File: src/design/fbb_pkg.sv
// ----------------------------------------------------------------------------
// Framebuffer blitter package
// Shared widths, field offsets, opcodes, command and status bundles, and the
// small helper functions used by the controller and the datapath.
// ----------------------------------------------------------------------------
package fbb_pkg;

    // Coordinate and extent widths.
    localparam int MAX_WIDTH = 4096;
    localparam int GLYPH_W   = 8;
    localparam int COORD_W   = 12;
    localparam int EXT_W     = 13;
    localparam int SUM_W     = 14;
    localparam int GX_W      = 13;
    localparam int GIDX_W    = 3;

    // Register widths.
    localparam int STRIDE_W  = 13;
    localparam int BPP_W     = 3;
    localparam int CFG_W     = 13;
    localparam int CFG_IDX_W = 1;
    localparam logic [STRIDE_W-1:0] STRIDE_RESET = 13'd640;
    localparam logic [BPP_W-1:0]    BPP_RESET    = 3'd4;

    // Register indexes.
    localparam logic [CFG_IDX_W-1:0] REG_STRIDE = 1'b0;
    localparam logic [CFG_IDX_W-1:0] REG_BPP    = 1'b1;

    // Payload widths.
    localparam int DATA_W  = 32;
    localparam int ADDR_W  = 26;
    localparam int CNT_W   = 3;
    localparam int PROD_W  = 25;
    localparam int OP_W    = 2;

    // Input tdata layout, lowest bit first.
    localparam int POS_X_LSB  = 0;
    localparam int POS_Y_LSB  = POS_X_LSB + COORD_W;
    localparam int EXT_X_LSB  = POS_Y_LSB + COORD_W;
    localparam int EXT_Y_LSB  = EXT_X_LSB + EXT_W;
    localparam int COLOUR_LSB = EXT_Y_LSB + EXT_W;
    localparam int GLYPH_LSB  = COLOUR_LSB + DATA_W;
    localparam int SRC_LSB    = GLYPH_LSB + GLYPH_W;
    localparam int IN_USED_W  = SRC_LSB + DATA_W;
    localparam int IN_W       = ((IN_USED_W + 7) / 8) * 8;

    // Output tdata layout, lowest bit first.
    localparam int OUT_USED_W = ADDR_W + DATA_W + CNT_W;
    localparam int OUT_W      = ((OUT_USED_W + 7) / 8) * 8;

    typedef enum logic [OP_W-1:0] {
        OP_LOAD_FILL = 2'd0,
        OP_LOAD_COPY = 2'd1,
        OP_GLYPH_ROW = 2'd2,
        OP_STEP      = 2'd3
    } fbb_op_t;

    typedef enum logic [1:0] {
        MODE_IDLE = 2'd0,
        MODE_FILL = 2'd1,
        MODE_COPY = 2'd2
    } fbb_mode_t;

    // Commands from the controller to the datapath.
    typedef struct packed {
        logic arm_fill;
        logic arm_copy;
        logic step_load;
        logic glyph_load;
        logic glyph_pick;
        logic mul;
        logic sum;
        logic emit;
    } fbb_cmd_t;

    // Status from the datapath to the controller.
    typedef struct packed {
        logic rect_active;
        logic glyph_more;
        logic out_free;
    } fbb_stat_t;

    // Effective pixel size: zero acts as one byte, anything above four as four.
    function automatic logic [CNT_W-1:0] pixel_bytes(input logic [BPP_W-1:0] bpp);
        logic [CNT_W-1:0] n;
        case (bpp)
            3'd0:    n = 3'd1;
            3'd1:    n = 3'd1;
            3'd2:    n = 3'd2;
            3'd3:    n = 3'd3;
            3'd4:    n = 3'd4;
            default: n = 3'd4;
        endcase
        return n;
    endfunction

    function automatic logic [DATA_W-1:0] byte_mask(input logic [CNT_W-1:0] n);
        logic [DATA_W-1:0] m;
        case (n)
            3'd1:    m = 32'h0000_00ff;
            3'd2:    m = 32'h0000_ffff;
            3'd3:    m = 32'h00ff_ffff;
            default: m = 32'hffff_ffff;
        endcase
        return m;
    endfunction

    // Clamp an end coordinate to the framebuffer limit.
    function automatic logic [EXT_W-1:0] clip_end(input logic [SUM_W-1:0] v);
        logic [EXT_W-1:0] r;
        if (v > SUM_W'(MAX_WIDTH)) begin
            r = EXT_W'(MAX_WIDTH);
        end else begin
            r = v[EXT_W-1:0];
        end
        return r;
    endfunction

endpackage

File: src/design/fbb_ctrl.sv
// ----------------------------------------------------------------------------
// Framebuffer blitter controller
// Sequences each transaction through the datapath: load, glyph bit pick,
// stride multiply, column add and result emit.
// ----------------------------------------------------------------------------
module fbb_ctrl (
    input  logic                          aclk,
    input  logic                          aresetn,
    input  logic                          s_tvalid,
    output logic                          s_tready,
    input  logic [fbb_pkg::OP_W-1:0]      s_tuser,
    input  fbb_pkg::fbb_stat_t            stat,
    output fbb_pkg::fbb_cmd_t             cmd
);
    import fbb_pkg::*;

    typedef enum logic [4:0] {
        S_IDLE = 5'b00001,
        S_PICK = 5'b00010,
        S_MUL  = 5'b00100,
        S_SUM  = 5'b01000,
        S_EMIT = 5'b10000
    } fbb_state_t;

    fbb_state_t state_reg;
    fbb_state_t state_next;
    fbb_op_t    op;

    assign op       = fbb_op_t'(s_tuser);
    assign s_tready = (state_reg == S_IDLE);

    always_comb begin
        state_next = state_reg;
        cmd        = '0;
        case (state_reg)
            S_IDLE: begin
                if (s_tvalid) begin
                    case (op)
                        OP_LOAD_FILL: cmd.arm_fill = 1'b1;
                        OP_LOAD_COPY: cmd.arm_copy = 1'b1;
                        OP_GLYPH_ROW: begin
                            cmd.glyph_load = 1'b1;
                            state_next     = S_PICK;
                        end
                        OP_STEP: begin
                            if (stat.rect_active) begin
                                cmd.step_load = 1'b1;
                                state_next    = S_MUL;
                            end
                        end
                        default: state_next = S_IDLE;
                    endcase
                end
            end
            S_PICK: begin
                if (stat.glyph_more) begin
                    cmd.glyph_pick = 1'b1;
                    state_next     = S_MUL;
                end else begin
                    state_next = S_IDLE;
                end
            end
            S_MUL: begin
                cmd.mul    = 1'b1;
                state_next = S_SUM;
            end
            S_SUM: begin
                cmd.sum    = 1'b1;
                state_next = S_EMIT;
            end
            S_EMIT: begin
                if (stat.out_free) begin
                    cmd.emit   = 1'b1;
                    state_next = stat.glyph_more ? S_PICK : S_IDLE;
                end
            end
            default: state_next = S_IDLE;
        endcase
    end

    always_ff @(posedge aclk) begin
        if (!aresetn) begin
            state_reg <= S_IDLE;
        end else begin
            state_reg <= state_next;
        end
    end

`ifndef SYNTHESIS
    a_emit_stall_holds: assert property (@(posedge aclk) disable iff (!aresetn)
        (state_reg == S_EMIT && !stat.out_free) |=> (state_reg == S_EMIT))
        else $error("emit state left while output register busy");
    a_step_needs_rect: assert property (@(posedge aclk) disable iff (!aresetn)
        cmd.step_load |-> stat.rect_active)
        else $error("step issued with no armed rectangle");
    a_emit_done_idle: assert property (@(posedge aclk) disable iff (!aresetn)
        (cmd.emit && !stat.glyph_more) |=> (state_reg == S_IDLE))
        else $error("controller did not return to idle after final write");
`endif

endmodule

File: src/design/fbb_datapath.sv
// ----------------------------------------------------------------------------
// Framebuffer blitter datapath
// Holds the configuration, the rectangle cursor, the glyph row, the address
// pipeline registers and the output register.
// ----------------------------------------------------------------------------
module fbb_datapath (
    input  logic                            aclk,
    input  logic                            aresetn,
    input  logic [fbb_pkg::IN_W-1:0]        s_tdata,
    input  fbb_pkg::fbb_cmd_t               cmd,
    output fbb_pkg::fbb_stat_t              stat,
    output logic                            m_tvalid,
    input  logic                            m_tready,
    output logic [fbb_pkg::OUT_W-1:0]       m_tdata,
    output logic                            m_tlast,
    input  logic                            cfg_we,
    input  logic [fbb_pkg::CFG_IDX_W-1:0]   cfg_index,
    input  logic [fbb_pkg::CFG_W-1:0]       cfg_wdata
);
    import fbb_pkg::*;

    // Input fields.
    logic [COORD_W-1:0] in_pos_x;
    logic [COORD_W-1:0] in_pos_y;
    logic [EXT_W-1:0]   in_ext_x;
    logic [EXT_W-1:0]   in_ext_y;
    logic [DATA_W-1:0]  in_colour;
    logic [GLYPH_W-1:0] in_glyph;
    logic [DATA_W-1:0]  in_src;

    assign in_pos_x  = s_tdata[POS_X_LSB  +: COORD_W];
    assign in_pos_y  = s_tdata[POS_Y_LSB  +: COORD_W];
    assign in_ext_x  = s_tdata[EXT_X_LSB  +: EXT_W];
    assign in_ext_y  = s_tdata[EXT_Y_LSB  +: EXT_W];
    assign in_colour = s_tdata[COLOUR_LSB +: DATA_W];
    assign in_glyph  = s_tdata[GLYPH_LSB  +: GLYPH_W];
    assign in_src    = s_tdata[SRC_LSB    +: DATA_W];

    // Configuration.
    logic [STRIDE_W-1:0] stride_reg;
    logic [BPP_W-1:0]    bpp_reg;

    // Rectangle state.
    fbb_mode_t          mode_reg;
    logic [COORD_W-1:0] cur_x_reg;
    logic [COORD_W-1:0] cur_y_reg;
    logic [COORD_W-1:0] left_reg;
    logic [EXT_W-1:0]   right_reg;
    logic [EXT_W-1:0]   bottom_reg;
    logic [DATA_W-1:0]  fill_colour_reg;

    // Work registers for the pixel in flight.
    logic               glyph_active_reg;
    logic [GLYPH_W-1:0] gmask_reg;
    logic [COORD_W-1:0] gbase_reg;
    logic [GX_W-1:0]    px_reg;
    logic [COORD_W-1:0] py_reg;
    logic [DATA_W-1:0]  wdata_reg;
    logic               wlast_reg;
    logic [PROD_W-1:0]  prod_reg;
    logic [ADDR_W-1:0]  lin_reg;

    // Output register.
    logic               out_valid_reg;
    logic [ADDR_W-1:0]  out_addr_reg;
    logic [DATA_W-1:0]  out_data_reg;
    logic [CNT_W-1:0]   out_cnt_reg;
    logic               out_last_reg;

    // Rectangle arming.
    logic [EXT_W-1:0] arm_xe;
    logic [EXT_W-1:0] arm_ye;
    logic             arm_ok;

    always_comb begin
        if (cmd.arm_copy) begin
            arm_xe = clip_end({2'b00, in_pos_x} + {1'b0, in_ext_x});
            arm_ye = clip_end({2'b00, in_pos_y} + {1'b0, in_ext_y});
        end else begin
            arm_xe = clip_end({1'b0, in_ext_x});
            arm_ye = clip_end({1'b0, in_ext_y});
        end
        arm_ok = ({1'b0, in_pos_x} < arm_xe) && ({1'b0, in_pos_y} < arm_ye);
    end

    // Cursor advance in row-major order.
    logic [EXT_W-1:0] x_inc;
    logic [EXT_W-1:0] y_inc;
    logic             x_wrap;
    logic             y_done;

    assign x_inc  = {1'b0, cur_x_reg} + EXT_W'(1);
    assign y_inc  = {1'b0, cur_y_reg} + EXT_W'(1);
    assign x_wrap = (x_inc >= right_reg);
    assign y_done = (y_inc >= bottom_reg);

    // Leftmost remaining glyph pixel: the highest set bit of the mask.
    logic [GIDX_W-1:0]  g_hi;
    logic [GIDX_W-1:0]  g_col;
    logic [GLYPH_W-1:0] g_rest;

    always_comb begin
        g_hi = '0;
        for (int i = 0; i < GLYPH_W; i++) begin
            if (gmask_reg[i]) begin
                g_hi = GIDX_W'(i);
            end
        end
        g_col  = GIDX_W'(GLYPH_W - 1) - g_hi;
        g_rest = gmask_reg & ~(GLYPH_W'(1) << g_hi);
    end

    // Byte address scaling and byte count at emit time.
    logic [CNT_W-1:0]  n_pix;
    logic [CNT_W-1:0]  n_wr;
    logic [ADDR_W-1:0] addr_scaled;

    always_comb begin
        n_pix = pixel_bytes(bpp_reg);
        n_wr  = (glyph_active_reg && n_pix > CNT_W'(3)) ? CNT_W'(3) : n_pix;
        case (n_pix)
            3'd1:    addr_scaled = lin_reg;
            3'd2:    addr_scaled = lin_reg << 1;
            3'd3:    addr_scaled = lin_reg + (lin_reg << 1);
            default: addr_scaled = lin_reg << 2;
        endcase
    end

    logic out_valid_next;
    assign out_valid_next = cmd.emit ? 1'b1 : (m_tready ? 1'b0 : out_valid_reg);

    always_ff @(posedge aclk) begin
        if (!aresetn) begin
            stride_reg       <= STRIDE_RESET;
            bpp_reg          <= BPP_RESET;
            mode_reg         <= MODE_IDLE;
            cur_x_reg        <= '0;
            cur_y_reg        <= '0;
            left_reg         <= '0;
            right_reg        <= '0;
            bottom_reg       <= '0;
            fill_colour_reg  <= '0;
            glyph_active_reg <= 1'b0;
            gmask_reg        <= '0;
            out_valid_reg    <= 1'b0;
        end else begin
            out_valid_reg <= out_valid_next;
            if (cfg_we) begin
                case (cfg_index)
                    REG_STRIDE: stride_reg <= cfg_wdata[STRIDE_W-1:0];
                    REG_BPP:    bpp_reg    <= cfg_wdata[BPP_W-1:0];
                    default:    stride_reg <= stride_reg;
                endcase
            end
            if (cmd.arm_fill || cmd.arm_copy) begin
                left_reg   <= in_pos_x;
                cur_x_reg  <= in_pos_x;
                cur_y_reg  <= in_pos_y;
                right_reg  <= arm_xe;
                bottom_reg <= arm_ye;
                if (cmd.arm_fill) begin
                    fill_colour_reg <= in_colour;
                end
                if (!arm_ok) begin
                    mode_reg <= MODE_IDLE;
                end else if (cmd.arm_fill) begin
                    mode_reg <= MODE_FILL;
                end else begin
                    mode_reg <= MODE_COPY;
                end
            end
            if (cmd.step_load) begin
                glyph_active_reg <= 1'b0;
                px_reg           <= {1'b0, cur_x_reg};
                py_reg           <= cur_y_reg;
                wdata_reg        <= (mode_reg == MODE_FILL) ? fill_colour_reg : in_src;
                wlast_reg        <= x_wrap && y_done;
                if (x_wrap) begin
                    cur_x_reg <= left_reg;
                    if (y_done) begin
                        mode_reg <= MODE_IDLE;
                    end else begin
                        cur_y_reg <= y_inc[COORD_W-1:0];
                    end
                end else begin
                    cur_x_reg <= x_inc[COORD_W-1:0];
                end
            end
            if (cmd.glyph_load) begin
                glyph_active_reg <= 1'b1;
                gmask_reg        <= in_glyph;
                gbase_reg        <= in_pos_x;
                py_reg           <= in_pos_y;
                wdata_reg        <= in_colour;
            end
            if (cmd.glyph_pick) begin
                gmask_reg <= g_rest;
                px_reg    <= {1'b0, gbase_reg} + GX_W'(g_col);
                wlast_reg <= (g_rest == '0);
            end
        end
    end

    // Address pipeline and output payload need no reset.
    always_ff @(posedge aclk) begin
        if (cmd.mul) begin
            prod_reg <= PROD_W'(py_reg) * PROD_W'(stride_reg);
        end
        if (cmd.sum) begin
            lin_reg <= ADDR_W'({1'b0, prod_reg} + ADDR_W'(px_reg));
        end
        if (cmd.emit) begin
            out_addr_reg <= addr_scaled;
            out_data_reg <= wdata_reg & byte_mask(n_wr);
            out_cnt_reg  <= n_wr;
            out_last_reg <= wlast_reg;
        end
    end

    assign stat.rect_active = (mode_reg != MODE_IDLE);
    assign stat.glyph_more  = glyph_active_reg && (gmask_reg != '0);
    assign stat.out_free    = !out_valid_reg || m_tready;

    assign m_tvalid = out_valid_reg;
    assign m_tlast  = out_last_reg;
    assign m_tdata  = {{(OUT_W - OUT_USED_W){1'b0}}, out_cnt_reg, out_data_reg, out_addr_reg};

`ifndef SYNTHESIS
    a_cursor_inside: assert property (@(posedge aclk) disable iff (!aresetn)
        (mode_reg != MODE_IDLE) |-> (left_reg <= cur_x_reg && {1'b0, cur_x_reg} < right_reg
                                     && {1'b0, cur_y_reg} < bottom_reg))
        else $error("rectangle cursor outside its rectangle");
    a_count_range: assert property (@(posedge aclk) disable iff (!aresetn)
        out_valid_reg |-> (out_cnt_reg != '0 && out_cnt_reg <= CNT_W'(4)))
        else $error("byte count out of range");
    a_unused_bytes_zero: assert property (@(posedge aclk) disable iff (!aresetn)
        out_valid_reg |-> ((out_data_reg & ~byte_mask(out_cnt_reg)) == '0))
        else $error("bytes above byte count are not zero");
`endif

endmodule

File: src/design/framebuffer_blitter.sv
// Sequencing: a step's write goes through the multiply, add and emit states to the output
// register, and emit holds while that register is busy. Loads finish on acceptance; a glyph row
// runs pick, multiply, add and emit per set bit and returns to idle from pick when no bit is set.
// The stride multiply, column add and address scaling stages are walked in turn for each pixel.
// Reset: synchronous, active low; clears the sequencer, the rectangle and the output valid,
// and sets the row stride to 640 pixels and the pixel size to 4 bytes.
// ----------------------------------------------------------------------------
// Framebuffer blitter
// Generates framebuffer pixel writes for rectangle fill, rectangle copy and
// glyph rows, with byte addresses computed from the row stride and pixel size.
// ----------------------------------------------------------------------------
module framebuffer_blitter (
    input  logic                            aclk,
    input  logic                            aresetn,
    // Input transactions.
    input  logic                            s_tvalid,
    output logic                            s_tready,
    // Fields from bit 0 up: pos_x[11:0], pos_y[23:12], extent_x[36:24], extent_y[49:37],
    // colour[81:50], glyph_bits[89:82], source_pixel[121:90], zero fill to bit 127.
    input  logic [fbb_pkg::IN_W-1:0]        s_tdata,
    // Fields: opcode[1:0].
    input  logic [fbb_pkg::OP_W-1:0]        s_tuser,
    // Result transactions.
    output logic                            m_tvalid,
    input  logic                            m_tready,
    // Fields from bit 0 up: write_address[25:0], write_data[57:26], byte_count[60:58],
    // zero fill to bit 63.
    output logic [fbb_pkg::OUT_W-1:0]       m_tdata,
    output logic                            m_tlast,
    // Configuration writes.
    input  logic                            cfg_we,
    input  logic [fbb_pkg::CFG_IDX_W-1:0]   cfg_index,
    input  logic [fbb_pkg::CFG_W-1:0]       cfg_wdata
);
    import fbb_pkg::*;

    // The controller only accepts a transaction from its idle state. Load
    // transactions arm a rectangle in the same cycle and give no write. A step
    // captures the cursor pixel and advances the cursor, then the pixel goes
    // through the multiply, add and scale stages. A glyph row picks its set
    // bits leftmost first and runs each through the same stages. The output
    // register lets the next transaction be accepted while a write waits.
    fbb_cmd_t  cmd;
    fbb_stat_t stat;

    fbb_ctrl u_ctrl (
        .aclk     (aclk),
        .aresetn  (aresetn),
        .s_tvalid (s_tvalid),
        .s_tready (s_tready),
        .s_tuser  (s_tuser),
        .stat     (stat),
        .cmd      (cmd)
    );

    fbb_datapath u_datapath (
        .aclk      (aclk),
        .aresetn   (aresetn),
        .s_tdata   (s_tdata),
        .cmd       (cmd),
        .stat      (stat),
        .m_tvalid  (m_tvalid),
        .m_tready  (m_tready),
        .m_tdata   (m_tdata),
        .m_tlast   (m_tlast),
        .cfg_we    (cfg_we),
        .cfg_index (cfg_index),
        .cfg_wdata (cfg_wdata)
    );

endmodule
File: config.mk
export PLATFORM = sky130hd
export DESIGN_NAME = framebuffer_blitter
export DESIGN_NICKNAME = d
export VERILOG_FILES = /design/src/design/fbb_pkg.sv /design/src/design/fbb_ctrl.sv /design/src/design/fbb_datapath.sv /design/src/design/framebuffer_blitter.sv
export SDC_FILE = /design/constraint.sdc
export NUM_CORES = 1
export LEC_CHECK = 0
export ABC_AREA = 1
export BUFFER_PORTS_ARGS = -buffer_cell sky130_fd_sc_hd__buf_4
export CAP_MARGIN = 10
export CORE_MARGIN = 1
export CORE_UTILIZATION = 60
export CTS_BUF_LIST = sky130_fd_sc_hd__clkbuf_16
export DETAILED_ROUTE_END_ITERATION = 8
export PLACE_DENSITY = 0.81
export SYNTH_ARGS = -nofsm -noshare
export SYNTH_HDL_FRONTEND = slang
export SYNTH_SLANG_ARGS = --single-unit
export TNS_END_PERCENT = 100
File: constraint.sdc
create_clock -name aclk -period 6.6 [get_ports aclk]
set_input_delay 0.99 -clock aclk [delete_from_list [all_inputs] [get_ports aclk]]
set_output_delay 0.99 -clock aclk [all_outputs]
set_load 0.02 [all_outputs]
Word level (Yosys, flattened, before mapping)
Index checks and enable logic that the tools add are counted.
Widths: inputs -> output; s select.
{ "word_totals": {"reg_bits": 310, "in_bits": 149, "out_inout_bits": 67} }
{ "classes": {"eq_ne": 22, "muxes": 66, "add_sub_neg": 8, "mul": 1, "n_reduce_logical": 25, "bitwise": 4, "shift": 1, "n_lt_le_gt_ge": 9} }
{ "ops": {"columns": ["cell", "count"], "rows": [
  ["$mux 32", 4],
  ["$mux 12", 9],
  ["$mux 13", 8],
  ["$pmux 32 s3", 1],
  ["$pmux 26 s3", 1],
  ["$and 32x32->32", 1],
  ["$add 12x13->14", 2],
  ["$gt 14x13->1 const B", 2],
  ["$add 12x1->13 const B", 2],
  ["$add 25x13->26", 1],
  ["$add 26x26->26", 1],
  ["$ge 13x13->1", 2],
  ["$gt 13x13->1 const B", 2],
  ["$lt 12x13->1", 2],
  ["$mul 12x13->25", 1],
  ["$pmux 5 s5", 1],
  ["$eq 3x2->1 const B", 6],
  ["$mux 1", 18],
  ["$mux 2", 9],
  ["$mux 3", 6],
  ["$mux 8", 2],
  ["$mux 5", 3],
  ["$add 12x3->13", 1],
  ["$reduce_and 2->1", 6],
  ["30 further kinds", 45]
]} }

Depth between registers and ports, before layout
Gate-level depths: netlist of the first run.
{ "logic_depth": {"depth_word": 13, "ltp_mapped": 28} }

Hierarchy
From an unflattened synthesis of the first run, not the netlist that was laid out.
{ "unflattened": {"hier_cells": 2917, "hier_area_um2": 23065.9} }
{ "modules_own_cells": {"columns": ["module", "instances", "area_per_inst_um2", "cells_per_inst"], "rows": [
  ["fbb_datapath", 1, 22691.8, 2854],
  ["fbb_ctrl", 1, 374.1, 63]
]} }

Worst setup path after synthesis of the first run
OpenSTA, ideal clock, no wires.
{ "synth_path": {"kind": "reg-to-reg", "from": "reg u_datapath.py_reg[5]", "to": "reg u_datapath.prod_reg[21], data pin", "arrival_ns": 4.859, "slack_ns": 1.481, "t_required_ns": 6.340, "period_less_slack_ns": 5.119, "stages_incl_launch_ff": 27, "n_path_buf": 1, "path_cell_list": "edfxtp_1 clkbuf_1 nand2_1 fa_1 inv_1 fa_1 inv_1 fa_1 inv_1 fa_1 fa_1 ha_1 nand2_1 nor2_1 nand2_1 o211ai_1 a21oi_1 o21bai_2 nand2_1 nand2_1 nand2_1 nand2_1 nand2_1 nand2_1 nand3_1 nand2_1 xor2_1"} }
{ "synth_between": {"elab_chain_cells": 1} }
{ "synth_lines": {"columns": ["item", "line_no", "rtl"], "rows": [
  ["from (decl)", "fbb_datapath.sv:57", "logic [COORD_W-1:0] py_reg;"],
  ["from (signal assigned)", "fbb_datapath.sv:175", "py_reg <= cur_y_reg;"],
  ["from (signal assigned)", "fbb_datapath.sv:193", "py_reg <= in_pos_y;"],
  ["$mul 12x13->25", "fbb_datapath.sv:207", "prod_reg <= PROD_W'(py_reg) * PROD_W'(stride_reg);"],
  ["to (signal assigned)", "fbb_datapath.sv:207", null],
  ["to (decl)", "fbb_datapath.sv:60", "logic [PROD_W-1:0] prod_reg;"]
]} }
Every way passes these cells.
A chain may end at the register's enable or synchronous reset.

Worst setup path after layout of the first run
{ "layout_path": {"from": "reg u_datapath.stride_reg[7]", "to": "reg u_datapath.prod_reg[21], data pin"} }
{ "layout_between": {"elab_chain_cells": 1} }
{ "layout_lines": {"columns": ["item", "line_no", "rtl"], "rows": [
  ["from (decl)", "fbb_datapath.sv:40", "logic [STRIDE_W-1:0] stride_reg;"],
  ["from (signal assigned)", "fbb_datapath.sv:150", "REG_STRIDE: stride_reg <= cfg_wdata[STRIDE_W-1:0];"],
  ["from (signal assigned)", "fbb_datapath.sv:152", "default: stride_reg <= stride_reg;"],
  ["$mul 12x13->25", "fbb_datapath.sv:207", null]
]} }
Every way passes these cells.

==> run summary, run 1 <==
Row count: 71
Worst Setup Slack, final: 1.00 ns
Pwr/cell area: 219 nW/um2
H-tree depth: 1
Synth Flop Type: edfxtp_1
Total negative setup slack: 0 ns
Ys async rst share: 0
Remaining antenna violation count: 0
CTS clk-pin slew, worst paths: 0.06 ns
Fin util: 0.688
I/O pin count: 216
Synth unique cells: 57
Post-synth EDFFs: 183
N_diodes: 0
MaxCap Viol Count: 0
PostCTS Resize Cnt: 0
Placed instance area: 24,900 um2
Yosys warns: 0
CTS tree: yes
Seq/Total Area, Yosys: 0.351
Worst-skew pair later-pin latency: 0.59 ns
Status: complete, no violations
Worst EP required: 6.94 ns
Setup violators final: 0
RSZ-0062 raised after global routing: false
Filler Cell Count: 3,040
Worst Hold Depth: 0
DRC: 0
Initial DRC Count: 1,788
Worst rel slew slack: 0.213
Clock sinks: 310
Proportion of layout cells with a drive suffix above 1: 0.109
R2R cell count: 25
Tcrit/Tclk final: 0.848
Root Driver: clkbuf_16
Slew Viols, Final: 0
Die Width: 197 um
Fin area: 25,900 um2
Port bufs: 206
Global Route Usage Sum: 0.310
DR vias: 20,267
Final Skew: 0.00880 ns
#FFs+latches synth: 310
Worst-Margin Slew: 1.18 ns
Final hold violation count: 0
Static Leak: 12.3 nW
CP Launch Type: register
Full die area: 39,000 um2
Postcts setup bufs: 0
Final wirelength: 59.9 mm
DR pass1 iterations: 7
Max Root-Sink Buffers: 3
Synth Area per Inst: 8.01 um2
Worst path arrival time: 5.94 ns
Wire per inst: 16.9 um
TritonCTS Buffers: 31
Area grow syn2layout: 13.1%
Core area: 37,700 um2
Crit path kind: register to register
Mapped cell area: 22,900 um2
Setup crit end kind: register
DP Worst Slack: 1.12 ns
Final GP Congestion: 0.947
Post-DP HPWL: 45.1 mm
CP Max Fanout: 13
Wire length of the first global-routing pass: 97.5 mm
Cts hold-fix bufs: 0
Initial antenna violation count: 0
Flop2flop setup slack: 1.00 ns
Die Ht: 197 um
Via density: 5.71
Starting Density: 0.609
NumNets Final: 3,455
Peak Freq: 179 MHz
Overflow after GRT: 0
Vias in the first global route: 20,470
Post-route minimum period: 5.60 ns
Largest net degree at the start of global routing: 86
Type of the most critical hold path: register to register
Worst vdd ir: 0.224 mV
Post-synthesis cell count: 2,861
## cells in the final DEF (no fill, tap or decap), types with 6 or more instances in the layout
master	instances
a32oi_1	13
a211oi_1	10
dfxtp_1	127
o21ai_2	9
clkinv_1	9
buf_4	224
clkbuf_16	32
inv_2	9
inv_1	467
or2_2	9
nor3_1	26
nand2_2	6
a221oi_1	11
ha_1	177
clkinv_2	6
nand4_1	33
fa_1	115
a31o_2	11
xnor2_1	22
edfxtp_1	183
a21oi_1	170
nor2_1	305
o21ai_0	136
nand2_1	591
a31oi_1	51
xor2_1	53
o21bai_1	7
nand3_1	119
o211ai_1	27
nor4_1	6
o2111ai_1	12
## metrics by stage
step	cells	hold slack, ns	power, mW
2_1_floorplan	2863	0.400	3.42
3_3_place_gp	3492	0.401	3.78
3_5_place_dp	3492	0.406	3.85
4_1_cts	3550	0.421	5.69
5_1_grt	3550	0.423	6.00
6_report	3550	0.426	5.68
## synthesized netlist by cell type (22+ instances only)
cell type  number  area share
a21oi_1       171       0.037
a31oi_1        51       0.014
clkbuf_1       85       0.014
dfxtp_1       127        0.11
edfxtp_1      183        0.24
fa_1          115        0.10
ha_1          177       0.097
inv_1         466       0.076
nand2_1       591       0.097
nand3_1       120       0.026
nand4_1        33      0.0090
nor2_1        307       0.050
nor3_1         27      0.0059
o211ai_1       27      0.0088
o21ai_0       136       0.030
xnor2_1        22      0.0084
xor2_1         53       0.020
## worst max-delay path, stage by stage (launching register included)
cell and delay (ns):
dfxtp_1 0.73, nand2_1 0.18, fa_1 0.53, inv_1 0.05, fa_1 0.51, inv_1 0.05, fa_1 0.47, inv_1 0.05
fa_1 0.50, fa_1 0.49, ha_1 0.37, nand2_1 0.09, nor2_1 0.09, nand2_1 0.06, o211ai_1 0.14, a21oi_1 0.13
o21bai_2 0.16, nand2_1 0.07, nand2_1 0.09, nand2_1 0.06, nand2_1 0.09, nand2_1 0.07, nand2_1 0.13, nand3_1 0.09
nand2_1 0.08, xor2_1 0.06
## worst paths after layout
| path | startpoint | end |
|---|---|---|
| max | u_datapath.stride_reg[7] | u_datapath.prod_reg[21] |
| min | u_datapath.wdata_reg[3] | u_datapath.out_data_reg[3] |
| max reg2reg | u_datapath.stride_reg[7] | u_datapath.prod_reg[21] |
| min reg2reg | u_datapath.wdata_reg[3] | u_datapath.out_data_reg[3] |
## area by class of cell
type	count	area (um2)	area share
repair buffers	224	1680	0.0649
well taps	511	639	0.0247
flip-flops and latches	310	8040	0.310
clock buffers	32	801	0.0309
inverters	475	1780	0.0688
clock inverters	26	267	0.0103
multi-input cells	1972	12700	0.491
## per-layer routing
metal	up-vias	global-route usage	wire length, um
met4	0	0.142	2740
met2	840	0.559	30100
met3	199	0.0352	3940
met5	-	0	0
li1	9697	-	-
met1	9531	0.369	23100
## power breakdown
group | leakage [nW] | switching [mW] | internal [mW] | total [mW]
sequential | 2.70 | 0.0654 | 2.17 | 2.23
clock | 0.534 | 0.766 | 1.08 | 1.84
combinational | 9.10 | 0.983 | 0.622 | 1.61
total | 12.3 | 1.81 | 3.87 | 5.68
## logic make-up (layout without fill, tap and decap cells)
family	Yosys count	after routing	synth area share
buf+inv	581	757	0.0966
compound gates	487	487	0.126
xor+xnor	76	76	0.0294
flops	310	310	0.351
simple gates	1114	1114	0.200
other cells	1	3	0.000164
fa+ha+maj	292	292	0.197
Power figures use the tool's default switching activity.
==> run 2, diff against run 1 <==
ABC_AREA = 0   (was 1)
clock period = 5.16 ns   (was 6.6 ns; I/O delays follow)
==> run 2 against run 1 <==
The run now ends with setup timing left; largest power group unchanged; combinational power rose by 21%; clock power grew 41%; fmax is 3.0% higher.
==> run summary, run 2 <==
Status: finished, violations left
Violated checks: setup timing
Setup crit end kind: register
Post-DP HPWL: 42.7 mm
Clock sinks: 310
Hold Startpoint: u_datapath.wdata_reg[4]
Synth Flop Type: edfxtp_1
Post-route minimum period: 5.44 ns
Peak Freq: 184 MHz
Overflow after GRT: 0
CTS clk-pin slew, worst paths: 0.06 ns
Global Route Usage Sum: 0.296
CP Max Fanout: 8
Worst hold endpoint: u_datapath.out_data_reg[4]
Type of the most critical hold path: register to register
Post-synthesis cell count: 2,445
Worst vdd ir: 0.177 mV
NumNets Final: 3,137
Dpl cells: 3,110
Largest delay share family, worst path: adder cells
Synth top area cells: edfxtp_1 (25%), dfxtp_1 (11%), fa_1 (10%)
Final hold violation count: 0
Worst Setup Slack, final: -0.276 ns
Filler Cell Count: 2,636
DR vias: 18,966
RSZ-0062 raised after global routing: true
Post-synth EDFFs: 183
Root Driver: clkbuf_16
Full die area: 38,100 um2
Worst path arrival time: 5.70 ns
Max Root-Sink Buffers: 3
Finished Layout Cells: 3,192
CP peak stage delay: 0.57 ns
Starting Density: 0.611
Static Leak: 11.6 nW
Slowest CP cell: fa_1
Worst-Margin Slew: 1.28 ns
Placed instance area: 25,000 um2
Core area: 36,600 um2
I/O pin count: 216
CP bufs+invs: 3
Yosys top cell by area: edfxtp_1
DR pass1 iterations: 8
Initial antenna violation count: 1
Slew Viols, Final: 0
#FFs+latches synth: 310
Final GP Congestion: 0.963
Fin area: 26,400 um2
Remaining antenna violation count: 0
Proportion of layout cells with a drive suffix above 1: 0.163
Top-count cell post-synth: nand2_1
Worst EP required: 5.43 ns
Setup violators final: 6
Mapped cell area: 22,400 um2
Ys async rst share: 0
Yosys warns: 0
Vias in the first global route: 19,318
Die Ht: 195 um
Largest net degree at the start of global routing: 74
Worst rel slew slack: 0.142
Die Width: 195 um
Initial DRC Count: 1,484
CP Cell Sequence: nand2_1, fa_2, fa_1, inv_1, fa_1, inv_1, fa_1, inv_1, fa_1, ha_4, and3_4, and3_4, o31a_1, nand4_1, o21ai_2, o21a_1, a221o_1, xor2_1
CP Launch Type: register
Wire per inst: 17.9 um
TritonCTS Buffers: 35
Most common cell after layout, fill and taps aside: nand2_1
MaxCap Viol Count: 0
Synth Area per Inst: 9.15 um2
Final Skew: 0.0164 ns
H-tree depth: 2
Row count: 70
Reg-to-reg endpoint: u_datapath.prod_reg[23]
Most frequent cells in the layout: nand2_1 (374), buf_4 (315), a21oi_1 (216)
Tcrit/Tclk final: 1.05
DRC: 0
Wire length of the first global-routing pass: 91.8 mm
Most used cell, CP: fa_1
Reg2reg start: u_datapath.py_reg[8]
Worst Hold Depth: 0
Port bufs: 206
CTS tree: yes
Final wirelength: 57.1 mm
Seq/Total Area, Yosys: 0.359
Crit path kind: register to register
R2R cell count: 18
Pwr/cell area: 278 nW/um2
Flop2flop setup slack: -0.28 ns
Area share of the largest cell type after synthesis: 0.246
Synth unique cells: 72
Top cells by count, synth: nand2_1 (376), a21oi_1 (222), inv_1 (188), edfxtp_1 (183), ha_1 (177)
Worst-skew pair later-pin latency: 0.53 ns
Via density: 5.94
Area grow syn2layout: 18.2%
==> run 2: layout make-up <==
| type | instances | area (um2) | area share |
|---|---|---|---|
| multi-input combinational | 1833 | 13400 | 0.508 |
| sequential | 310 | 8050 | 0.304 |
| timing repair buffer | 325 | 2470 | 0.0934 |
| clock buffer | 36 | 901 | 0.0341 |
| inverter | 191 | 717 | 0.0271 |
| tap | 468 | 586 | 0.0221 |
| clock inverter | 28 | 294 | 0.0111 |
| antenna | 1 | 2.50 | 0.0000946 |
==> run 2: stage by stage <==
stage	TNS [ns]	setup slack, ns	hold slack [ns]	utilization	total power, mW
finish	-1.00	-0.276	0.407	0.722	7.35
global route	-1.59	-0.392	0.419	0.722	7.69
CTS	-0.518	-0.193	0.412	0.720	7.29
detailed placement	-1.04	-0.290	0.406	0.682	4.70
global placement	-0.574	-0.182	0.401	0.682	4.61
floorplan	0	0.00227	0.400	-	4.13
==> run 2: how the worst max path moves through the flow <==
stage | start | endpoint | slack (ns) | depth (start not counted)
finish | u_datapath.py_reg[8] | u_datapath.prod_reg[23] | -0.28 | 18
global route | u_datapath.py_reg[9] | u_datapath.prod_reg[23] | -0.39 | 18
CTS | u_datapath.py_reg[6] | u_datapath.prod_reg[24] | -0.19 | 20
detailed placement | u_datapath.py_reg[8] | u_datapath.prod_reg[23] | -0.29 | 18
global placement | u_datapath.py_reg[6] | u_datapath.prod_reg[24] | -0.18 | 16
floorplan | u_datapath.stride_reg[5] | u_datapath.prod_reg[23] | 0.002 | 20
==> run 2: timing repair <==
action | CTS | global route
hold buffers | 0 | 0
endpoints found under the setup margin | 5 | 7
pin swaps | 9 | 13
setup buffers | 14 | 3
endpoints found under the hold margin | 0 | 0
gates resized for setup | 23 | 17
==> run 2: cells by family (layout without fill, tap and decap cells) <==
family,after synthesis,in the layout,share of synthesized area
multiplexers,51,51,0.0229
AND/OR/NAND/NOR,823,823,0.168
XOR/XNOR,105,105,0.0411
buffers and inverters,304,580,0.0515
AO/OA/AOI/OAI,558,558,0.154
other,1,4,0.000168
adder cells (fa/ha/maj),293,293,0.202
flip-flops,310,310,0.359
==> run 2: report_power, final <==
group	switching (mW)	internal, mW
logic	1.07	0.872
clock network	1.01	1.57
registers	0.0745	2.75
total	2.16	5.19
==> run 2: worst register-to-register path, delay by kind of cell, from the launching register on <==
family | cells | cell delay, ns
adder cells (fa/ha/maj) | 6 | 2.88
AO/OA/AOI/OAI | 4 | 0.83
AND/OR/NAND/NOR | 4 | 0.59
flip-flops | 1 | 0.53
buffers and inverters | 3 | 0.22
XOR/XNOR | 1 | 0.15
==> run 2: metal layers <==
layer | up-vias | global-route usage | wire [um]
li1 | 9025 | - | -
met1 | 9043 | 0.358 | 23100
met2 | 734 | 0.525 | 28600
met3 | 164 | 0.0406 | 3290
met4 | 0 | 0.130 | 2130
met5 | - | 0 | 0
